<file path="config.mk">
export PLATFORM = sky130hd
export DESIGN_NAME = remote_binding_replay_filter_core
export DESIGN_NICKNAME = d
export VERILOG_FILES = /design/src/sv/rbrf_pkg.sv /design/src/sv/remote_binding_replay_filter_core.sv
export SDC_FILE = /design/constraint.sdc
export NUM_CORES = 2
export LEC_CHECK = 0
export ABC_AREA = 1
export BUFFER_PORTS_ARGS = -buffer_cell sky130_fd_sc_hd__buf_2
export CAP_MARGIN = 5
export CORE_ASPECT_RATIO = 1.5
export CORE_MARGIN = 4
export CORE_UTILIZATION = 25
export DETAILED_ROUTE_END_ITERATION = 12
export PLACE_DENSITY = 0.4
export RECOVER_POWER = 25
export SLEW_MARGIN = 15
export SYNTH_ARGS = -nofsm -noshare
export SYNTH_HDL_FRONTEND = slang
export SYNTH_SLANG_ARGS = --single-unit
export TNS_END_PERCENT = 50
</file>
<file path="constraint.sdc">
create_clock -name clock -period 11.8 [get_ports clock]
set_clock_uncertainty 0.15 [all_clocks]
set_input_delay 0 -clock clock [delete_from_list [all_inputs] [get_ports clock]]
set_output_delay 0 -clock clock [all_outputs]
set_load 0.05 [all_outputs]
</file>
<file path="src/sv/rbrf_pkg.sv">
package rbrf_pkg;

   typedef enum logic [1:0] {
      ACT_BIND   = 2'd0,
      ACT_UNBIND = 2'd1,
      ACT_ENABLE = 2'd2,
      ACT_ACCEPT = 2'd3
   } action_type;

   typedef enum logic [2:0] {
      DEC_ACCEPTED = 3'd0,
      DEC_UNKNOWN  = 3'd1,
      DEC_DISABLED = 3'd2,
      DEC_INVALID  = 3'd3,
      DEC_DENIED   = 3'd4,
      DEC_REPLAY   = 3'd5
   } decision_type;

   typedef enum logic [2:0] {
      ST_IDLE,
      ST_SCAN,
      ST_EXEC,
      ST_SHIFT_RD,
      ST_SHIFT_WR,
      ST_DONE
   } state_type;

   localparam int IDENT_W = 48;
   localparam int PERM_W  = 6;
   localparam int CTR_W   = 32;
   localparam logic [2:0] CMD_LIMIT = 3'd6;

   typedef struct packed {
      logic [IDENT_W-1:0] ident;
      logic [PERM_W-1:0]  perms;
      logic               enabled;
      logic               replay_req;
      logic               ctr_seen;
      logic [CTR_W-1:0]   last_ctr;
   } entry_type;

endpackage

</file>
<file path="src/sv/remote_binding_replay_filter_core.sv">
// Remote binding table with replay filter.
// Input channel: a transaction is taken when start is high and busy is low; the
// req_ ports carry the action, the remote identity and the per-action fields.
// Result channel: exactly one result per transaction, shown on the rsp_ ports
// for one cycle while rsp_valid is high. The receiver cannot stall it.
// The table lives in one synchronous memory of MAX_REMOTES entries with a
// registered read port. Each transaction scans the entries below the count,
// one read per cycle, until a match is found or the count is reached.
// Bind, set enable and accept write back at most one entry; unbind copies every
// later entry down by one, via a read state and a write state per moved entry.
// Busy stays high through the result cycle, and the next transaction can be
// taken in the cycle after it; one transaction is in flight at a time.
// Reset clears the entry count and the control state; memory contents need
// no clearing because entries at or above the count are never read.
module remote_binding_replay_filter_core import rbrf_pkg::*; #(
   parameter int MAX_REMOTES = 16
) (
   input  logic                clock,
   input  logic                reset,
   input  logic                start,
   output logic                busy,
   input  logic [1:0]          req_action,
   input  logic [IDENT_W-1:0]  req_remote_id,
   input  logic [PERM_W-1:0]   req_perm_mask,
   input  logic                req_name_present,
   input  logic                req_replay_required,
   input  logic                req_enable_flag,
   input  logic [2:0]          req_command_code,
   input  logic                req_ctr_present,
   input  logic [CTR_W-1:0]    req_counter,
   output logic                rsp_valid,
   output logic                rsp_op_ok,
   output logic [2:0]          rsp_decision,
   output logic                rsp_entry_found,
   output logic [3:0]          rsp_slot,
   output logic                rsp_command_known
);

   localparam int AW = (MAX_REMOTES > 1) ? $clog2(MAX_REMOTES) : 1;
   localparam int CW = $clog2(MAX_REMOTES + 1);
   localparam logic [CW-1:0] MAX_CNT = CW'(MAX_REMOTES);

   entry_type mem [MAX_REMOTES];
   entry_type rd_data_ff;

   state_type state_ff, state_in;
   logic [CW-1:0] count_ff, count_in;
   logic [CW-1:0] idx_ff, idx_in;
   logic [CW-1:0] hit_ff, hit_in;
   logic found_ff, found_in;
   logic rd_pend_ff, rd_pend_in;

   action_type act_ff;
   logic [IDENT_W-1:0] id_ff;
   logic [PERM_W-1:0] perm_ff;
   logic name_ff, replay_ff, en_ff, cvalid_ff;
   logic [2:0] cmd_ff;
   logic [CTR_W-1:0] ctr_ff;

   logic ok_ff, ok_in, known_ff, known_in;
   logic [2:0] dec_ff, dec_in;

   logic rd_en;
   logic [AW-1:0] rd_addr;
   logic wr_en;
   logic [AW-1:0] wr_addr;
   entry_type wr_data;
   logic accept_in;

   assign accept_in = start && !busy;
   assign busy = state_ff != ST_IDLE;

   always_ff @(posedge clock) begin
      if (rd_en) begin
         rd_data_ff <= mem[rd_addr];
      end
      if (wr_en) begin
         mem[wr_addr] <= wr_data;
      end
   end

   always_ff @(posedge clock) begin
      if (reset) begin
         state_ff   <= ST_IDLE;
         count_ff   <= '0;
         rd_pend_ff <= 1'b0;
      end else begin
         state_ff   <= state_in;
         count_ff   <= count_in;
         rd_pend_ff <= rd_pend_in;
      end
   end

   always_ff @(posedge clock) begin
      idx_ff   <= idx_in;
      hit_ff   <= hit_in;
      found_ff <= found_in;
      ok_ff    <= ok_in;
      dec_ff   <= dec_in;
      known_ff <= known_in;
      if (accept_in) begin
         act_ff    <= action_type'(req_action);
         id_ff     <= req_remote_id;
         perm_ff   <= req_perm_mask;
         name_ff   <= req_name_present;
         replay_ff <= req_replay_required;
         en_ff     <= req_enable_flag;
         cmd_ff    <= req_command_code;
         cvalid_ff <= req_ctr_present;
         ctr_ff    <= req_counter;
      end
   end

   always_comb begin
      entry_type e;
      logic permit;
      e          = rd_data_ff;
      permit     = 1'b0;
      state_in   = state_ff;
      count_in   = count_ff;
      idx_in     = idx_ff;
      hit_in     = hit_ff;
      found_in   = found_ff;
      rd_pend_in = 1'b0;
      ok_in      = ok_ff;
      dec_in     = dec_ff;
      known_in   = known_ff;
      rd_en      = 1'b0;
      rd_addr    = idx_ff[AW-1:0];
      wr_en      = 1'b0;
      wr_addr    = hit_ff[AW-1:0];
      wr_data    = rd_data_ff;
      case (state_ff)
         ST_IDLE: begin
            if (accept_in) begin
               idx_in   = '0;
               found_in = 1'b0;
               state_in = ST_SCAN;
            end
         end
         ST_SCAN: begin
            if (rd_pend_ff && rd_data_ff.ident == id_ff) begin
               found_in = 1'b1;
               hit_in   = idx_ff - CW'(1);
               state_in = ST_EXEC;
            end else if (idx_ff >= count_ff) begin
               state_in = ST_EXEC;
            end else begin
               rd_en      = 1'b1;
               rd_pend_in = 1'b1;
               idx_in     = idx_ff + CW'(1);
            end
         end
         ST_EXEC: begin
            ok_in    = 1'b0;
            dec_in   = DEC_ACCEPTED;
            known_in = 1'b0;
            state_in = ST_DONE;
            case (act_ff)
               ACT_BIND: begin
                  if (perm_ff != '0 && name_ff && (found_ff || count_ff < MAX_CNT)) begin
                     ok_in = 1'b1;
                     wr_en = 1'b1;
                     if (!found_ff) begin
                        wr_addr  = count_ff[AW-1:0];
                        hit_in   = count_ff;
                        count_in = count_ff + CW'(1);
                     end
                     wr_data.ident      = id_ff;
                     wr_data.perms      = perm_ff;
                     wr_data.enabled    = 1'b1;
                     wr_data.replay_req = replay_ff;
                     wr_data.ctr_seen   = 1'b0;
                     wr_data.last_ctr   = '0;
                  end
               end
               ACT_UNBIND: begin
                  if (found_ff) begin
                     ok_in  = 1'b1;
                     idx_in = hit_ff + CW'(1);
                     state_in = ST_SHIFT_RD;
                  end
               end
               ACT_ENABLE: begin
                  if (found_ff) begin
                     ok_in           = 1'b1;
                     wr_en           = 1'b1;
                     wr_data.enabled = en_ff;
                  end
               end
               default: begin
                  known_in = cmd_ff < CMD_LIMIT;
                  if (!found_ff) begin
                     dec_in = DEC_UNKNOWN;
                  end else if (!e.enabled) begin
                     dec_in = DEC_DISABLED;
                  end else if (cmd_ff >= CMD_LIMIT) begin
                     dec_in = DEC_INVALID;
                  end else begin
                     permit = e.perms[cmd_ff];
                     if (!permit) begin
                        dec_in = DEC_DENIED;
                     end else if (e.replay_req) begin
                        if (!cvalid_ff || (e.ctr_seen && ctr_ff <= e.last_ctr)) begin
                           dec_in = DEC_REPLAY;
                        end else begin
                           wr_en            = 1'b1;
                           wr_data.ctr_seen = 1'b1;
                           wr_data.last_ctr = ctr_ff;
                        end
                     end else if (cvalid_ff) begin
                        if (e.ctr_seen && ctr_ff == e.last_ctr) begin
                           dec_in = DEC_REPLAY;
                        end else begin
                           wr_en            = 1'b1;
                           wr_data.ctr_seen = 1'b1;
                           wr_data.last_ctr = ctr_ff;
                        end
                     end
                  end
               end
            endcase
         end
         ST_SHIFT_RD: begin
            if (idx_ff >= count_ff) begin
               count_in = count_ff - CW'(1);
               state_in = ST_DONE;
            end else begin
               rd_en    = 1'b1;
               state_in = ST_SHIFT_WR;
            end
         end
         ST_SHIFT_WR: begin
            wr_en    = 1'b1;
            wr_addr  = AW'(idx_ff - CW'(1));
            idx_in   = idx_ff + CW'(1);
            state_in = ST_SHIFT_RD;
         end
         ST_DONE: begin
            state_in = ST_IDLE;
         end
         default: begin
            state_in = ST_IDLE;
         end
      endcase
   end

   always_comb begin
      logic show;
      show              = state_ff == ST_DONE;
      rsp_valid         = show;
      rsp_op_ok         = ok_ff;
      rsp_decision      = (act_ff == ACT_ACCEPT) ? dec_ff : DEC_ACCEPTED;
      rsp_entry_found   = (act_ff == ACT_ACCEPT) && found_ff;
      rsp_slot          = (act_ff == ACT_ACCEPT && found_ff) ? 4'(hit_ff) : 4'd0;
      rsp_command_known = known_ff;
   end

`ifndef NO_ASSERTIONS
   a_count_bound: assert property (@(posedge clock) disable iff (reset)
      count_ff <= MAX_CNT) else $error("entry count above table size");
   a_count_step: assert property (@(posedge clock) disable iff (reset)
      (count_ff != $past(count_ff)) |-> $past(state_ff == ST_EXEC || state_ff == ST_SHIFT_RD))
      else $error("entry count changed outside update");
   a_busy_until_rsp: assert property (@(posedge clock) disable iff (reset)
      rsp_valid |=> !busy) else $error("busy held after result");
   a_write_in_range: assert property (@(posedge clock) disable iff (reset)
      wr_en |-> (CW'(wr_addr) < MAX_CNT)) else $error("write beyond table");
`endif

endmodule
</file>
==> flow_summary_export.csv <==
group,metric,value,unit
clock_network,cts-root-buf,"clkbuf_16",
global_route,antenna_found_initial,3,
timing,rsz0062_at_grt,"false",
drt,drtIter0Drc,3296,
drt,via_count,43000,
global_route,gr-total-overflow,0,
floorplanning,dieArea,276000,sq um
drt,ant_nets,0,
timing,relSlewSlack,-1.14,
critical_path,cpLargestDelayFamily,"buffers and inverters",
critical_path,start_kind,"flop",
place,gp_congestion,0.777,
clock_network,path_clk_slew,60,ps
critical_path,max_stage_delay,2220,ps
clock_network,htreeDepth,4,
critical_path,timing_worst_setup_path_type,"reg -> reg",
timing,setup_viol,0,
drt,wl_per_cell,24.7,um
global_route,grt.total_usage,0.161,
synth,synth.top_cell.area_share,0.730,
timing,period_share,0.696,
critical_path,slowest_stage,"clkbuf_1",
synth,ys_seq_area_frac,0.733,
clock_network,cts_max_path_buffers,4,
floorplanning,coreArea,266000,sq um
critical_path,end_kind,"flop",
synth,synth_edf_count,1624,
floorplanning,ioPinCount,110,
clock_network,cts_resized,0,
timing,drv_slew,502,
run_status,violations,"max-capacitance violations, max-slew violations",
timing,tns,0,ps
floorplanning,std_cell_rows,232,
flow_run,drv_cap,20,
synth,syn_inst,5302,
critical_path,crit_buf_inv,5,
power_and_ir_drop,power.density,222,nW/um^2
clock_network,clkLatencyLatePin,820,ps
critical_path,path_cells,"clkbuf_1 -> inv_8 -> buf_4 -> nand2_1 -> xor2_1 -> o22ai_1 -> a21oi_2 -> nand2_1 -> nor2_4 -> buf_4 -> buf_4",
worst_hold_path,hp-class,"in -> reg",
drt,drcViolationCount,0,
synth,ys.flop_type,"edfxtp_1",
synth,async_flop_share,0,
timing,period_needed,8210,ps
synth,postSynthAreaPerCell,12.6,sq um
drt,wl_met2,118000,um
synth,syn_nets,5448,
floorplanning,dieHeight,641,um
finish,drive_gt1_frac,0.0865,
synth,synth.distinct_cells,53,
drt,drt_wl_total,227000,um
critical_path,crit_top_cell,"buf_4",
power_and_ir_drop,vdd_ir_drop_max,0.211,mV
power_and_ir_drop,power.total,17.5,mW
critical_path,cp_data_required_time,12060,ps
synth,yosys_warnings,0,
floorplanning,die_w,430,um
clock_network,cts_tree,"yes",
timing,hold_violations,0,
clock_network,postCtsHoldBufs,195,
timing,fmax,0.122,GHz
run_status,status,"finished, violations left",
clock_network,clock-sinks,1633,
global_route,grt_max_degree,176,
synth,synth_area,66800,sq um
drt,vias_per_cell,4.68,
place,dp_hpwl,121000,um
place,portBuffers,109,
synth,synthTopCellsByArea,"edfxtp_1, nand2_1, o21ai_0",
power_and_ir_drop,p_leak,26.7,nW
synth,synth.largest_area_cell,"edfxtp_1",
clock_network,post_cts_buffers,0,
clock_network,cts_buffers,183,
synth,synth-seq-cells,1633,
critical_path,cp_max_fo,115,
finish,area_growth,17.5,%
global_route,grt_pass1_wl,325000,um
drt,top_layer_used,"met4",
drt,drt-met1-wl,96700,um
drt,met3_length,7380,um
critical_path,cp.arrival,8480,ps
timing,tightestPinTransition,3220,ps
finish,nets,5695,
drt,drt_pass1_iterations,5,
floorplanning,floorplan.initialDensity,0.251,
global_route,grt_pass1_vias,43300,
-- placed cells by master, fill, tap and decap left out, types with 4 or more instances in the layout --
cell and instances:
nor2_4 22, buf_12 10, xor2_1 17, o21ai_1 73
clkbuf_1 85, nand2_2 4, nand3_1 263, buf_4 61
nor2_1 477, inv_6 7, clkinvlp_4 5, edfxtp_1 1624
a311oi_1 50, a31oi_1 33, clkbuf_16 187, buf_2 71
inv_1 152, clkinv_1 43, o22ai_1 64, a21oi_2 32
bufinv_16 5, a211oi_1 6, dlygate4sd3_1 195, o221ai_1 123
dfxtp_1 9, ha_1 47, nand3b_4 29, nand4_1 129
nand2_1 1264, o21ai_0 406, inv_2 10, clkinv_2 25
xnor2_1 8, a21oi_1 90
-- power by group --
part / switching (mW) / total (mW) / internal [mW]
Sequential: 0.135 / 7.19 / 7.05
Combinational: 3.78 / 4.92 / 1.14
Clock: 2.35 / 5.35 / 3.00
Total: 6.27 / 17.5 / 11.2
-- layout make-up --
type | count | area (sq um)
inverter | 169 | 662
tap | 3510 | 4390
sequential | 1633 | 48900
antenna | 1 | 2.50
multi-input combinational | 3175 | 15900
timing repair buffer | 387 | 3160
clock inverter | 85 | 574
clock buffer | 225 | 4820
fill | 27000 | 188000
-- layer usage --
layer  up-vias  track usage
met3       263       0.0164
met1     22100        0.203
li1      19700            -
met5         -            0
met2       885        0.293
met4         0       0.0405
-- registers in the layout (all words and copies together) (netlist names), 5 cells and up --
signal,count
count_ff,5
ctr_ff,32
hit_ff,5
id_ff,48
idx_ff,5
mem,1424
perm_ff,6
rd_data_ff,89
-- logic make-up after synthesis --
kind of cell	count (synthesis)	synth area share
flip-flops	1633	0.733
AND/OR/NAND/NOR	2206	0.143
AO/OA/AOI/OAI	895	0.0813
buffers and inverters	494	0.0310
adder cells (fa/ha/maj)	48	0.00910
XOR/XNOR	25	0.00328
multiplexers	1	0.000169
-- metrics by stage --
stage | setup WS [ps] | hold slack (ps) | util | area, sq um | instances
floorplan | 3110 | -80.9 | - | 66800 | 5302
global placement | 5590 | 27.4 | 0.268 | 71300 | 8678
detailed placement | 5510 | 28.1 | 0.268 | 71300 | 8679
CTS | 5530 | 79.8 | 0.295 | 78600 | 9184
global route | 3180 | 114 | 0.295 | 78500 | 9185
finish | 3590 | 84.1 | 0.295 | 78500 | 9185
-- final timing paths --
kind / cells after the start / slack, ps / from / end
setup / recovery: 11 / 3590 / idx_ff[0]$_SDFFCE_PN0P_ / mem[2][87]$_DFFE_PP_
hold / removal: 6 / 80 / start / state_ff[0]$_SDFFE_PP0P_
setup reg to reg: 11 / 3590 / idx_ff[0]$_SDFFCE_PN0P_ / mem[2][87]$_DFFE_PP_
hold reg to reg: 1 / 410 / count_ff[0]$_SDFFE_PP0P_ / count_ff[0]$_SDFFE_PP0P_
-- cells in the mapped netlist (2+ instances only) --
library cell and instances:
nand4_1 129, inv_2 15, nand3_1 263, nand2_1 1265, ha_1 47, inv_1 152, o211ai_1 3, nor2_1 491
or2_2 2, o2111ai_1 3, nand3b_4 29, a311oi_1 50, buf_6 3, nand2_2 3, nand3b_1 2, nor2_4 4
buf_2 107, edfxtp_1 1624, xor2_1 17, nor4_1 4, a21oi_1 92, o21ai_1 85, nor2_2 7, xnor2_1 8
a211oi_1 7, o22ai_1 64, a21oi_2 30, o21ai_0 395, buf_1 35, a21o_1 2, a31oi_1 33, o221ai_1 123
buf_12 3, nor3_1 2, o21a_1 2, clkbuf_1 176, dfxtp_1 9
-- worst register-to-register path: cells and delay by family, from the launching register on --
family	cells	cell delay (ps)
compound gates	2	330
xor+xnor	1	200
buf+inv	5	5530
flops	1	320
simple gates	3	1230
Note: power is estimated with default switching activity, not from simulation.
